===== config.mk =====
export PLATFORM = sky130hd
export DESIGN_NAME = poly_voice_allocator_flat
export DESIGN_NICKNAME = d
export VERILOG_FILES = /design/src/sv/pva_pkg.sv /design/src/sv/pva_if.sv /design/src/sv/pva_cmp.sv /design/src/sv/poly_voice_allocator.sv /design/src/flat_wrapper.sv
export SDC_FILE = /design/constraint.sdc
export NUM_CORES = 1
export LEC_CHECK = 0
export BUFFER_PORTS_ARGS = -buffer_cell sky130_fd_sc_hd__clkbuf_2
export CELL_PAD_IN_SITES_DETAIL_PLACEMENT = 2
export CELL_PAD_IN_SITES_GLOBAL_PLACEMENT = 2
export CORE_MARGIN = 1.5
export CORE_UTILIZATION = 40
export CTS_CLUSTER_SIZE = 14
export DETAILED_ROUTE_END_ITERATION = 7
export PLACE_DENSITY_LB_ADDON = 0.1
export SYNTH_ARGS = -nofsm -noshare
export SYNTH_HDL_FRONTEND = slang
export SYNTH_HIERARCHICAL = 1
export SYNTH_SLANG_ARGS = --single-unit

===== constraint.sdc =====
create_clock -name clk -period 10.4 [get_ports clk]
set_clock_uncertainty 0.15 [all_clocks]
set_input_delay 1.56 -clock clk [delete_from_list [all_inputs] [get_ports clk]]
set_output_delay 1.56 -clock clk [all_outputs]
set_load 0.05 [all_outputs]

===== src/sv/pva_pkg.sv =====
// Shared types and constants for the polyphonic voice allocator.
// No dependencies; every other file imports this package.
package pva_pkg;

  // Default voice count of the allocator
  localparam int unsigned NUM_VOICES_DEF = 8;

  // Beat field widths
  localparam int unsigned FUNC_W  = 2;
  localparam int unsigned CHAN_W  = 4;
  localparam int unsigned NOTE_W  = 7;
  localparam int unsigned FIN_W   = 3;
  localparam int unsigned VOICE_W = 3;
  localparam int unsigned MASK_W  = 8;

  // Request codes
  typedef enum logic [FUNC_W-1:0] {
    F_NOTE_ON  = 2'd0,
    F_NOTE_OFF = 2'd1,
    F_ALL_OFF  = 2'd2,
    F_FINISHED = 2'd3
  } func_t;

  // Sequencer states
  typedef enum logic [1:0] {
    S_IDLE,
    S_SCAN,
    S_EMIT
  } state_t;

  // Per-voice key held in the note/channel memory
  typedef struct packed {
    logic [NOTE_W-1:0] note;
    logic [CHAN_W-1:0] channel;
  } entry_t;

endpackage


===== src/sv/pva_if.sv =====
// Valid/ready channel interfaces for the voice allocator request and response.
// Depends on pva_pkg for the field widths.
interface pva_req_if;
  import pva_pkg::*;
  logic              valid;
  logic              ready;
  logic [FUNC_W-1:0] func;
  logic [CHAN_W-1:0] midi_channel;
  logic [NOTE_W-1:0] note;
  logic [FIN_W-1:0]  finished_voice;

  modport source (output valid, func, midi_channel, note, finished_voice, input ready);
  modport sink   (input valid, func, midi_channel, note, finished_voice, output ready);
endinterface

interface pva_rsp_if;
  import pva_pkg::*;
  logic               valid;
  logic               ready;
  logic [VOICE_W-1:0] voice;
  logic               hit;
  logic               stolen;
  logic [MASK_W-1:0]  released_mask;
  logic [MASK_W-1:0]  live_mask;

  modport source (output valid, voice, hit, stolen, released_mask, live_mask, input ready);
  modport sink   (input valid, voice, hit, stolen, released_mask, live_mask, output ready);
endinterface


===== src/sv/pva_cmp.sv =====
// Shared compare unit: tests one voice entry against the request key.
// Depends on pva_pkg.
module pva_cmp (
  input  pva_pkg::func_t  mode,
  input  logic            live,
  input  logic            keydown,
  input  pva_pkg::entry_t entry,
  input  pva_pkg::entry_t key,
  output logic            match
);
  import pva_pkg::*;

  // Note-on looks for a free voice, note-off for a held voice with the same key
  always_comb begin
    case (mode)
      F_NOTE_ON:  match = !live;
      F_NOTE_OFF: match = live && keydown && (entry == key);
      default:    match = 1'b0;
    endcase
  end

endmodule


===== src/sv/poly_voice_allocator.sv =====
// Note on / note off scan the voices between accept and result beat (one voice tested per
// cycle by a shared compare unit, fed by a registered memory read). All notes off and voice
// finished go straight to the result beat. One request is in flight at a time;
// the next is taken while the previous result still waits in the output register.
// Reset (synchronous, active high) clears live and key-down flags, the steal pointer,
// the sequencer and the output valid; the note/channel memory is not cleared.
module poly_voice_allocator #(
  parameter int unsigned NUM_VOICES = pva_pkg::NUM_VOICES_DEF
) (
  input  logic   clk,
  input  logic   rst,
  pva_req_if.sink   req,
  pva_rsp_if.source rsp
);
  import pva_pkg::*;

  localparam int unsigned VW = (NUM_VOICES > 1) ? $clog2(NUM_VOICES) : 1;
  localparam int unsigned LW = (NUM_VOICES > MASK_W) ? NUM_VOICES : MASK_W;
  localparam logic [VW-1:0] LAST = VW'(NUM_VOICES - 1);

  state_t state, state_next;

  logic [NUM_VOICES-1:0] live, keydown;
  logic [VW-1:0]         steal_ptr;
  entry_t                mem [NUM_VOICES];

  // Scan sequencer
  logic [VW-1:0] idx, rd_idx;
  logic          issue_done, rd_vld;
  entry_t        rd_word;
  func_t         cmd;
  entry_t        key;

  // Held result of the current request
  logic [VW-1:0]     r_voice;
  logic              r_hit, r_stolen;
  logic [MASK_W-1:0] r_rel;

  // Decision controls
  logic          start, dec, dec_hit, dec_steal, load_out, match;
  logic [VW-1:0] dec_voice;

  logic [LW-1:0]     live_pad;
  logic [6:0]        dv7, rv7, fin7;
  logic              fin_ok;
  logic [VW-1:0]     fin_idx;
  logic [MASK_W-1:0] rel_oh;

  assign live_pad = LW'(live);
  assign dv7      = 7'(dec_voice);
  assign rv7      = 7'(r_voice);
  assign rel_oh   = (dv7 < 7'd8) ? (MASK_W'(1) << dv7[2:0]) : '0;
  assign fin7     = {4'b0, req.finished_voice};
  assign fin_ok   = fin7 < 7'(NUM_VOICES);
  assign fin_idx  = VW'(fin7);

  pva_cmp u_cmp (
    .mode    (cmd),
    .live    (live[rd_idx]),
    .keydown (keydown[rd_idx]),
    .entry   (rd_word),
    .key     (key),
    .match   (match)
  );

  // State register
  always_ff @(posedge clk) begin
    if (rst) state <= S_IDLE;
    else     state <= state_next;
  end

  // Next state and step controls
  always_comb begin
    state_next = state;
    start      = 1'b0;
    dec        = 1'b0;
    dec_hit    = 1'b0;
    dec_steal  = 1'b0;
    dec_voice  = '0;
    load_out   = 1'b0;
    case (state)
      S_IDLE: begin
        if (req.valid) begin
          start      = 1'b1;
          state_next = (req.func inside {F_NOTE_ON, F_NOTE_OFF}) ? S_SCAN : S_EMIT;
        end
      end
      S_SCAN: begin
        if (rd_vld && match) begin
          dec        = 1'b1;
          dec_hit    = 1'b1;
          dec_voice  = rd_idx;
          state_next = S_EMIT;
        end else if (rd_vld && rd_idx == LAST) begin
          // nothing matched: note-on steals at the pointer, note-off misses
          dec        = 1'b1;
          if (cmd == F_NOTE_ON) begin
            dec_hit   = 1'b1;
            dec_steal = 1'b1;
            dec_voice = steal_ptr;
          end
          state_next = S_EMIT;
        end
      end
      S_EMIT: begin
        if (!rsp.valid || rsp.ready) begin
          load_out   = 1'b1;
          state_next = S_IDLE;
        end
      end
      default: state_next = S_IDLE;
    endcase
  end

  assign req.ready = (state == S_IDLE);

  // Note/channel memory: one read port for the scan, one write port
  always_ff @(posedge clk) begin
    rd_word <= mem[idx];
    rd_idx  <= idx;
    if (dec && dec_hit && cmd == F_NOTE_ON) mem[dec_voice] <= key;
  end

  // Scan address counter and request capture
  always_ff @(posedge clk) begin
    if (rst) begin
      rd_vld <= 1'b0;
    end else begin
      rd_vld <= (state == S_SCAN) && !issue_done && !dec;
    end
    if (start) begin
      idx        <= '0;
      issue_done <= 1'b0;
      cmd        <= func_t'(req.func);
      key        <= '{note: req.note, channel: req.midi_channel};
    end else if (state == S_SCAN && !issue_done) begin
      idx <= (idx == LAST) ? idx : idx + 1'b1;
      if (idx == LAST) issue_done <= 1'b1;
    end
  end

  // Voice flags, steal pointer and held result
  always_ff @(posedge clk) begin
    if (rst) begin
      live      <= '0;
      keydown   <= '0;
      steal_ptr <= '0;
    end else begin
      if (start) begin
        r_voice  <= '0;
        r_hit    <= 1'b0;
        r_stolen <= 1'b0;
        case (func_t'(req.func))
          F_ALL_OFF: begin
            r_rel   <= live_pad[MASK_W-1:0];
            live    <= '0;
            keydown <= '0;
          end
          F_FINISHED: begin
            r_rel <= '0;
            if (fin_ok) begin
              live[fin_idx]    <= 1'b0;
              keydown[fin_idx] <= 1'b0;
            end
          end
          default: r_rel <= '0;
        endcase
      end
      if (dec) begin
        r_voice  <= dec_voice;
        r_hit    <= dec_hit;
        r_stolen <= dec_steal;
        r_rel    <= (dec_hit && (cmd == F_NOTE_OFF || dec_steal)) ? rel_oh : '0;
        if (cmd == F_NOTE_ON) begin
          live[dec_voice]    <= 1'b1;
          keydown[dec_voice] <= 1'b1;
          if (dec_steal) steal_ptr <= (steal_ptr == LAST) ? '0 : steal_ptr + 1'b1;
        end else if (dec_hit) begin
          keydown[dec_voice] <= 1'b0;
        end
      end
    end
  end

  // Output register
  always_ff @(posedge clk) begin
    if (rst) begin
      rsp.valid <= 1'b0;
    end else if (load_out) begin
      rsp.valid <= 1'b1;
    end else if (rsp.ready) begin
      rsp.valid <= 1'b0;
    end
    if (load_out) begin
      rsp.voice         <= rv7[VOICE_W-1:0];
      rsp.hit           <= r_hit;
      rsp.stolen        <= r_stolen;
      rsp.released_mask <= r_rel;
      rsp.live_mask     <= live_pad[MASK_W-1:0];
    end
  end

endmodule


===== src/flat_wrapper.sv =====
// flat-port wrapper written by rule: the top's interface ports become plain ports
module poly_voice_allocator_flat import pva_pkg::*;
#(
  parameter int unsigned NUM_VOICES = pva_pkg::NUM_VOICES_DEF
)
  (clk, rst, req_valid, req_func, req_midi_channel, req_note, req_finished_voice, req_ready, rsp_valid, rsp_voice, rsp_hit, rsp_stolen, rsp_released_mask, rsp_live_mask, rsp_ready);
  pva_req_if req_i ();
  pva_rsp_if rsp_i ();
  input  logic clk;
  input  logic rst;
  input wire logic [$bits(req_i.valid)-1:0] req_valid;
  input wire logic [$bits(req_i.func)-1:0] req_func;
  input wire logic [$bits(req_i.midi_channel)-1:0] req_midi_channel;
  input wire logic [$bits(req_i.note)-1:0] req_note;
  input wire logic [$bits(req_i.finished_voice)-1:0] req_finished_voice;
  output wire logic [$bits(req_i.ready)-1:0] req_ready;
  output wire logic [$bits(rsp_i.valid)-1:0] rsp_valid;
  output wire logic [$bits(rsp_i.voice)-1:0] rsp_voice;
  output wire logic [$bits(rsp_i.hit)-1:0] rsp_hit;
  output wire logic [$bits(rsp_i.stolen)-1:0] rsp_stolen;
  output wire logic [$bits(rsp_i.released_mask)-1:0] rsp_released_mask;
  output wire logic [$bits(rsp_i.live_mask)-1:0] rsp_live_mask;
  input wire logic [$bits(rsp_i.ready)-1:0] rsp_ready;
  assign req_i.valid = req_valid;
  assign req_i.func = req_func;
  assign req_i.midi_channel = req_midi_channel;
  assign req_i.note = req_note;
  assign req_i.finished_voice = req_finished_voice;
  assign req_ready = req_i.ready;
  assign rsp_valid = rsp_i.valid;
  assign rsp_voice = rsp_i.voice;
  assign rsp_hit = rsp_i.hit;
  assign rsp_stolen = rsp_i.stolen;
  assign rsp_released_mask = rsp_i.released_mask;
  assign rsp_live_mask = rsp_i.live_mask;
  assign rsp_i.ready = rsp_ready;
  poly_voice_allocator #(.NUM_VOICES(NUM_VOICES)) u_core (.clk(clk), .rst(rst), .req(req_i), .rsp(rsp_i));
endmodule

Word level (Yosys, flattened, before mapping) --
Memory sizes are Yosys's and may differ from the RTL's. A register that Yosys moved wholly into a read port is not among the register bits. Cells that the tools add are included.
Word-level totals: register bits 77, latch bits 0, RAM bits 88, ROM bits 0, input port bits 20, output and inout port bits 23, word-level logic and storage cells 142, memories 1
Cells by class: add/sub/neg operators 2, multiply operators 0, div/mod/pow operators 0, order comparisons 7, equality and inequality tests 13, shift operators 1, mux-type cells 60, bitwise logic cells 9, reduce and logical (&&, ||, !) cells 28
Memory list:
- u_core.mem | depth 8, bits a word 11, read ports 1, clocked after memory_dff 1, write ports 1, line poly_voice_allocator.sv:25 | entry_t mem [NUM_VOICES];
Operators with widths (count):
- 8-bit 2-to-1 mux | 16
- 8-bit case mux with 2 select lines | 2
- 8-bit bitwise AND | 3
- 1-bit 2-to-1 mux | 24
- 3-bit 2-to-1 mux | 7
- 3-bit by 4-bit < comparator with 1-bit output, second input constant | 5
- 8-bit inverter | 2
- 8-bit OR | 2
- 11-bit equality test | 1
- 1-bit logical AND | 11
- 2-bit 2-to-1 mux | 5
- 3-bit equality test, second input constant | 3
- 1-bit by 3-bit << shifter with 8-bit output, first input constant | 1
- 3-bit by 1-bit adder with 3-bit output, second input constant | 2
- 1-bit binary-select mux with 3-bit select | 2
- 1-bit demux with 3-bit select | 2
- 2-bit by 1-bit equality test with 1-bit output, second input constant | 3
- 2-bit equality test, second input constant | 3
- 3-bit by 1-bit >= comparator with 1-bit output, second input constant | 2
- 2-bit logical NOT | 3
- 2-bit case mux with 3 select lines | 1
- 2-bit AND reduction | 3
- 3-bit AND reduction | 2
- 2-bit nonzero test | 3
- other kinds (7) | 12

Depth between registers and ports, before layout --
Gate-level depths: netlist of run 1.
depth in word-level cells 17, gate-level depth with buffers 13, mapped depth without buffers 11

Modules after synthesis --
Netlist of run 1, hierarchy kept.
Modules (own cells, without submodules):
- poly_voice_allocator | instances 1, cells an instance 397, area an instance 6720.2 um^2, seq. area each 4874.7 um^2
- pva_cmp | instances 1, cells an instance 17, area an instance 137.6 um^2, seq. area each 0.0 um^2

Worst setup path before layout of run 1 --
Ideal clock, no wire load.
path kind register -> register, start reg u_core.rd_idx[0], end mem u_core/mem[6][0] (netlist name) (enable), library setup time 0.378 ns, arrival 3.071 ns, required time 9.872 ns, setup slack 6.801 ns, cell stages (with the launch flop) 12, path buffers 2, cells stage by stage dfxtp_1 buf_2 mux4_2 mux2_2 nor3_1 a31o_1 buf_2 nand2_1 o22a_4 nor3_4 inv_1 nor2_1
On the way: word-level cells in the longest chain between the ends 12, elaborated cells on any way between the ends 24, classes of those cells 1 x eq/ne; 16 x mux; 7 x reduce/logical
RTL lines:
- start, declared | line poly_voice_allocator.sv:28 | logic [VW-1:0] idx, rd_idx;
- start signal, assigned | line poly_voice_allocator.sv:120 | rd_idx <= idx;
- 1-bit binary-select mux with 3-bit select, on equally long branches | line poly_voice_allocator.sv:59, poly_voice_allocator.sv:60
- 1-bit 2-to-1 mux, on equally long branches | line poly_voice_allocator.sv:59, poly_voice_allocator.sv:60
- 1-bit logical AND (2 in a row) | line pva_cmp.sv:17 | F_NOTE_OFF: match = live && keydown && (entry == key);
- 1-bit case mux with 2 select lines (*) | line pva_cmp.sv:15 | case (mode)
- net u_core.match | line poly_voice_allocator.sv:40 | logic start, dec, dec_hit, dec_steal, load_out, match;
- 1-bit logical AND (*) | line poly_voice_allocator.sv:89 | if (rd_vld && match) begin
- 1-bit 2-to-1 mux | line poly_voice_allocator.sv:89
- 1-bit 2-to-1 mux | line poly_voice_allocator.sv:81 | case (state)
- 1-bit logical AND (2 in a row) | line poly_voice_allocator.sv:121 | if (dec && dec_hit && cmd == F_NOTE_ON) mem[dec_voice] <= key;
- 1-bit 2-to-1 mux | line poly_voice_allocator.sv:121
- 1-bit 2-to-1 mux (implied by the code) | line poly_voice_allocator.sv:121
- end, declared | line poly_voice_allocator.sv:25
Mark *: on every way through the listed nets, which the timed path passes. The rest lies on a longest branch. The select of a mux whose other input is x is not followed.

Worst setup path after layout of run 1 --
start reg u_core.rd_idx[0], end mem u_core/mem[7][10] (netlist name) (enable)
Same word-level chain as after synthesis.

==> run_results.csv, run 1 <==
group,metric,value,unit
synthesis,synth_xor_xnor_area_share,0.0153,
final_layout,layout_common_cells,"edfxtp_1, clkbuf_2, dfxtp_1",
synthesis,synth_area,6860,sq um
setup_path,worstPathArrival,4.53,ns
clocking,root_buffer,"clkbuf_16",
power,powerDensity,199,nW/um^2
synthesis,ys_types,47,
final_layout,antenna_cells,0,
final_layout,finalNetCount,488,
clocking,clkSlewWorstSetupHoldPaths,0.07,ns
drt,viasPerCell,5.41,
timing,drv_slew,0,
die,num_rows,47,
place,place_inst,665,
timing,timing.final.crit_share,0.446,
hold_path,hold_path.class,"reg -> reg",
place,hpwl,10.8,mm
clocking,clk_latency,0.43,ns
clocking,cts_hold_buf,0,
place,postPlaceCellArea,7320,sq um
synthesis,synth_mux_area_frac,0.123,
global_routing,antenna_found_initial,0,
die,die_w,134,um
global_routing,grt_max_degree,26,
timing,fin_setup_tns,0,ns
drt,drcViolationCount,0,
timing,hold_ws,0.280,ns
synthesis,ys_seq_area_frac,0.711,
global_routing,grt_pass1_wl,25.4,mm
timing,finalSetupViolCount,0,
die,die_h,134,um
setup_path,startpoint_type,"flop",
clocking,cts_buffer_depth,2,
place,port_buffers,42,
clocking,cts_tree,"done",
synthesis,async_reset_ff_frac,0,
global_routing,grt_pass1_vias,4170,
clocking,cts_buffers,17,
clocking,clkSinkCount,176,
synthesis,synth_top_family_by_area,"multiplexers",
power,peakVddDrop,0.121,mV
timing,fmax,0.215,GHz
synthesis,syn_nets,438,
drt,num_vias,3772,
setup_path,crit_fanout,11,
drt,routed_wl,16.3,mm
timing,hold_viol,0,
setup_path,critical_path.endpoint_type,"flop",
place,gp_congestion,0.761,
clocking,cts_setup_buffers,0,
synthesis,synth_adder_area_share,0.00730,
global_routing,overflow,0,
drt,dr.first_iter.drc_count,184,
synthesis,yosys_warnings,6,
setup_path,ff2ff_setup_slack,5.76,ns
clocking,cts_resized,0,
final_layout,area_delta_synth_final,16.3,%
clocking,htreeDepth,4,
final_layout,drive_gt1_frac,0.268,
setup_path,worstPathRequired,10.29,ns
drt,ant_nets,0,
final_layout,instances_no_fill,697,
synthesis,synth_compound_area_frac,0.0505,
die,coreArea,16600,sq um
timing,slew_headroom,0.140,
timing,tightestPinTransition,1.29,ns
synthesis,synth-main-ff-cell,"edfxtp_1",
drt,firstDrtPassIters,4,
synthesis,synth-edff-count,135,
power,total_power,1.59,mW
final_layout,finish.instance_area,7980,sq um
die,initial_utilization,0.412,
drt,wl_per_cell,23.4,um
global_routing,grt_usage,0.198,
synthesis,netlist_instances,414,
status,run_status,"finished, final reports clean",
timing,rsz0062_at_grt,"false",
timing,period_needed,4.64,ns
synthesis,ys_seq_elements,176,
job,drv_cap,0,
power,p_leak,2.75,nW
synthesis,synth-simple-area-share,0.0768,
setup_path,crit_type,"reg -> reg",
final_layout,mostFrequentLayoutCell,"edfxtp_1",
die,die_area,17900,sq um
synthesis,synth.avg_cell_area,16.6,sq um
final_layout,fillerInstances,1559,
die,ios,43,
==> power breakdown <==
| group | total (mW) | internal (mW) | switching (mW) |
|---|---|---|---|
| Clock | 0.706 | 0.418 | 0.288 |
| Combinational | 0.0910 | 0.0390 | 0.0520 |
| Sequential | 0.792 | 0.774 | 0.0184 |
| Total | 1.59 | 1.23 | 0.359 |
==> flip-flops by register name (all words and copies together), names as in the netlist <==
signal and cells:
u_core/state 2, u_core/keydown 8, u_core/key 11, u_core/rsp.stolen 1, u_core/steal_ptr 3, u_core/live 8, u_core/cmd 2, u_core/rsp.released_mask 8
u_core/rd_vld 1, u_core/rsp.voice 3, u_core/rsp.hit 1, u_core/rd_word 11, u_core/rsp.live_mask 8, u_core/r_hit 1, u_core/mem 88, u_core/idx 3
u_core/rsp.valid 1, u_core/r_stolen 1, u_core/r_rel 8, u_core/r_voice 3, u_core/rd_idx 3, u_core/issue_done 1
==> routing by layer <==
metal  global-route usage  wire length, um  up-vias
li1                     -                -     1710
met5                    0                0        -
met4               0.0568              184        0
met2                0.314             7770       87
met1                0.273             7510     1958
met3               0.0469              821       17
==> synthesized netlist by cell type (3+ instances only) <==
| cell | number | area, sq um |
|---|---|---|
| nand2b_1 | 5 | 31.3 |
| nor3_1 | 5 | 25.0 |
| dfxtp_1 | 41 | 821 |
| nor3b_2 | 3 | 37.5 |
| mux2i_1 | 9 | 90.1 |
| ha_1 | 4 | 50.1 |
| nand2_1 | 26 | 97.6 |
| nand3_1 | 5 | 25.0 |
| mux4_2 | 26 | 586 |
| xor2_1 | 11 | 96.3 |
| nor4_1 | 4 | 25.0 |
| o21ai_0 | 8 | 40.0 |
| nand4b_1 | 3 | 26.3 |
| a22o_1 | 10 | 87.6 |
| a22oi_1 | 3 | 22.5 |
| edfxtp_1 | 135 | 4050 |
| nor2_1 | 31 | 116 |
| mux2_2 | 13 | 146 |
| inv_1 | 8 | 30.0 |
| buf_2 | 7 | 35.0 |
| clkbuf_1 | 8 | 30.0 |
| a21oi_1 | 16 | 80.1 |
==> final timing paths <==
| check | from | end | depth (start not counted) |
|---|---|---|---|
| setup / recovery | u_core/rd_idx[0]$_DFF_P_ | u_core/mem[7][10]$_DFFE_PP_ | 9 |
| hold / removal | u_core/r_voice[1]$_SDFFCE_PP0P_ | u_core/rsp.voice[1]$_DFFE_PP_ | 0 |
| setup reg to reg | u_core/rd_idx[0]$_DFF_P_ | u_core/mem[7][10]$_DFFE_PP_ | 9 |
| hold reg to reg | u_core/r_voice[1]$_SDFFCE_PP0P_ | u_core/rsp.voice[1]$_DFFE_PP_ | 0 |
==> final cells by class <==
class | count | area [sq um] | share of cell area
tap | 220 | 275 | 0.0345
clock buffer | 18 | 439 | 0.0551
sequential | 176 | 4870 | 0.611
clock inverter | 14 | 219 | 0.0275
multi-input combinational | 213 | 1880 | 0.236
inverter | 8 | 30.0 | 0.00377
timing repair buffer | 48 | 255 | 0.0320
==> stage by stage <==
stage           util  setup WS (ns)
2_1_floorplan      -           6.80
3_3_place_gp   0.440           5.97
3_5_place_dp   0.440           5.73
4_1_cts        0.479           5.69
5_1_grt        0.479           5.37
6_report       0.479           5.76
==> cell families (layout without fill, tap and decap cells) <==
family	count (synthesis)	count (layout)
multiplexers	49	49
buffers and inverters	25	88
XOR/XNOR	12	12
flip-flops	176	176
AND/OR/NAND/NOR	98	98
AO/OA/AOI/OAI	50	50
adder cells (fa/ha/maj)	4	4
==> worst max-delay path, stage by stage, from the launching register on <==
cell and delay, ns:
dfxtp_1 0.60, mux4_2 0.57, mux2_2 0.29, nor3_1 0.23
a31o_1 0.32, nand2_1 0.31, o22a_4 0.34, nor3_4 0.37
inv_1 0.11, nor2_1 0.98
(Power assumes the default switching activity.)
==> run 2, diff against run 1 <==
==> constraint.sdc (replaced) <==
create_clock -name clk -period 4.8 [get_ports clk]
set_clock_uncertainty 0.15 [all_clocks]
set_input_delay 0.72 -clock clk [delete_from_list [all_inputs] [get_ports clk]]
set_output_delay 0.72 -clock clk [all_outputs]
set_load 0.05 [all_outputs]
==> run 2 against run 1 <==
First-iteration DRC count increased by 1.6%. Combinational power increased by 120%. Die area unchanged. Largest cell class unchanged. Sequential power increased by 120%. Register-to-register slack got worse by 5.3 ns.
==> run_results.csv, run 2 (synthesized netlist as in run 1, its figures left out) <==
group,metric,value,unit
drt,num_vias,3793,
global_routing,grt_pass1_wl,24.6,mm
drt,wl_per_cell,22.6,um
clocking,clk_latency,0.43,ns
die,die_h,134,um
die,ios,43,
drt,drcViolationCount,0,
timing,fmax,0.233,GHz
timing,finalSetupViolCount,0,
job,drv_cap,0,
power,powerDensity,418,nW/um^2
timing,timing.final.crit_share,0.894,
timing,tightestPinTransition,1.11,ns
clocking,cts_buffers,17,
timing,rsz0062_at_grt,"false",
final_layout,area_delta_synth_final,16.0,%
final_layout,mostFrequentLayoutCell,"edfxtp_1",
final_layout,reg_top3,"u_core/mem: 88 flops, u_core/key: 11 flops, u_core/rd_word: 11 flops",
setup_path,crit_fanout,11,
drt,routed_wl,15.9,mm
die,coreArea,16600,sq um
setup_path,startpoint_type,"flop",
final_layout,finalNetCount,493,
timing,period_needed,4.29,ns
die,die_w,134,um
place,port_buffers,42,
final_layout,layout_common_cells,"edfxtp_1, clkbuf_2, dfxtp_1",
place,dp_slack,0.483,ns
setup_path,worstPathRequired,4.72,ns
die,num_rows,47,
clocking,clkSlewWorstSetupHoldPaths,0.07,ns
setup_path,worstPathArrival,4.21,ns
die,die_area,17900,sq um
drt,ant_nets,0,
timing,fin_setup_tns,0,ns
final_layout,largest_reg_flops,88,
place,hpwl,10.5,mm
setup_path,critical_path.endpoint_type,"flop",
clocking,cts_resized,0,
clocking,clkSinkCount,176,
die,initial_utilization,0.412,
timing,slew_headroom,0.257,
global_routing,grt_max_degree,25,
timing,hold_viol,0,
global_routing,overflow,0,
power,p_leak,2.76,nW
clocking,cts_setup_buffers,0,
timing,drv_slew,0,
clocking,cts_buffer_depth,2,
final_layout,fillerInstances,1538,
global_routing,grt_usage,0.190,
timing,setup_ws,0.508,ns
clocking,htreeDepth,4,
power,peakVddDrop,0.272,mV
status,run_status,"finished, final reports clean",
global_routing,antenna_found_initial,0,
clocking,root_buffer,"clkbuf_16",
drt,firstDrtPassIters,4,
final_layout,max_flop_register,"u_core/mem",
final_layout,antenna_cells,0,
setup_path,crit_type,"reg -> reg",
global_routing,grt_pass1_vias,4119,
place,gp_congestion,0.809,
drt,viasPerCell,5.40,
clocking,cts_hold_buf,0,
hold_path,hold_path.class,"reg -> reg",
drt,dr.first_iter.drc_count,187,
clocking,cts_tree,"done",
final_layout,drive_gt1_frac,0.276,
-- run 2: changes by cell type in the layout (fill, tap and decap cells not counted), moves of 2 or more --
cell / before / now
clkinv_2: 0 / 2
clkinvlp_4: 3 / 1
bufinv_16: 4 / 2
buf_4: 6 / 11
inv_6: 3 / 1
clkinv_4: 0 / 5
-- run 2: final timing paths --
kind                              from                                    end  slack (ns)  cells past startpoint
max           u_core/rd_idx[0]$_DFF_P_             u_core/mem[4][3]$_DFFE_PP_        0.51                     10
min          u_core/r_rel[5]$_DFFE_PP_  u_core/rsp.released_mask[5]$_DFFE_PP_        0.27                      0
max reg2reg   u_core/rd_idx[0]$_DFF_P_             u_core/mem[4][3]$_DFFE_PP_        0.51                     10
min reg2reg  u_core/r_rel[5]$_DFFE_PP_  u_core/rsp.released_mask[5]$_DFFE_PP_        0.27                      0
-- run 2: metal layers --
layer  share of wire  vias up  GRT usage
met5               0        -          0
met4           0.014        0     0.0725
met3           0.032       16     0.0265
met2            0.48       70      0.305
met1            0.47     1991      0.265
li1                -     1716          -
-- run 2: power by group --
group          internal [mW]  switching (mW)  total [mW]
Sequential              1.68          0.0394        1.72
Combinational         0.0864           0.114       0.200
Clock                  0.784           0.623        1.41
Total                   2.55           0.776        3.32
-- run 2: metrics by stage --
step | instance area [sq um] | util | power, mW | hold WS, ns | cells
2_1_floorplan | 6860 | - | 1.88 | 0.204 | 414
3_3_place_gp | 7350 | 0.442 | 1.94 | 0.253 | 670
3_5_place_dp | 7350 | 0.442 | 1.95 | 0.256 | 670
4_1_cts | 7960 | 0.478 | 3.36 | 0.273 | 702
5_1_grt | 7960 | 0.478 | 3.43 | 0.278 | 702
6_report | 7960 | 0.478 | 3.32 | 0.271 | 702
-- run 2: critical path, cell delays in order, from the launching register on --
cell      delay [ns]
dfxtp_1         0.60
mux4_2          0.56
mux2_2          0.28
nand4b_1        0.10
nor4_1          0.06
a31o_1          0.29
nand2_1         0.33
mux2i_4         0.41
nor3b_2         0.45
nand4_1         0.18
inv_1           0.49
-- run 2: cell type report --
type	count	area, sq um	area share
flip-flops and latches	176	4870	0.613
multi-input cells	213	1880	0.237
clock buffers	17	425	0.0535
repair buffers	53	293	0.0368
well taps	220	275	0.0346
clock inverters	15	175	0.0220
inverters	8	30.0	0.00377
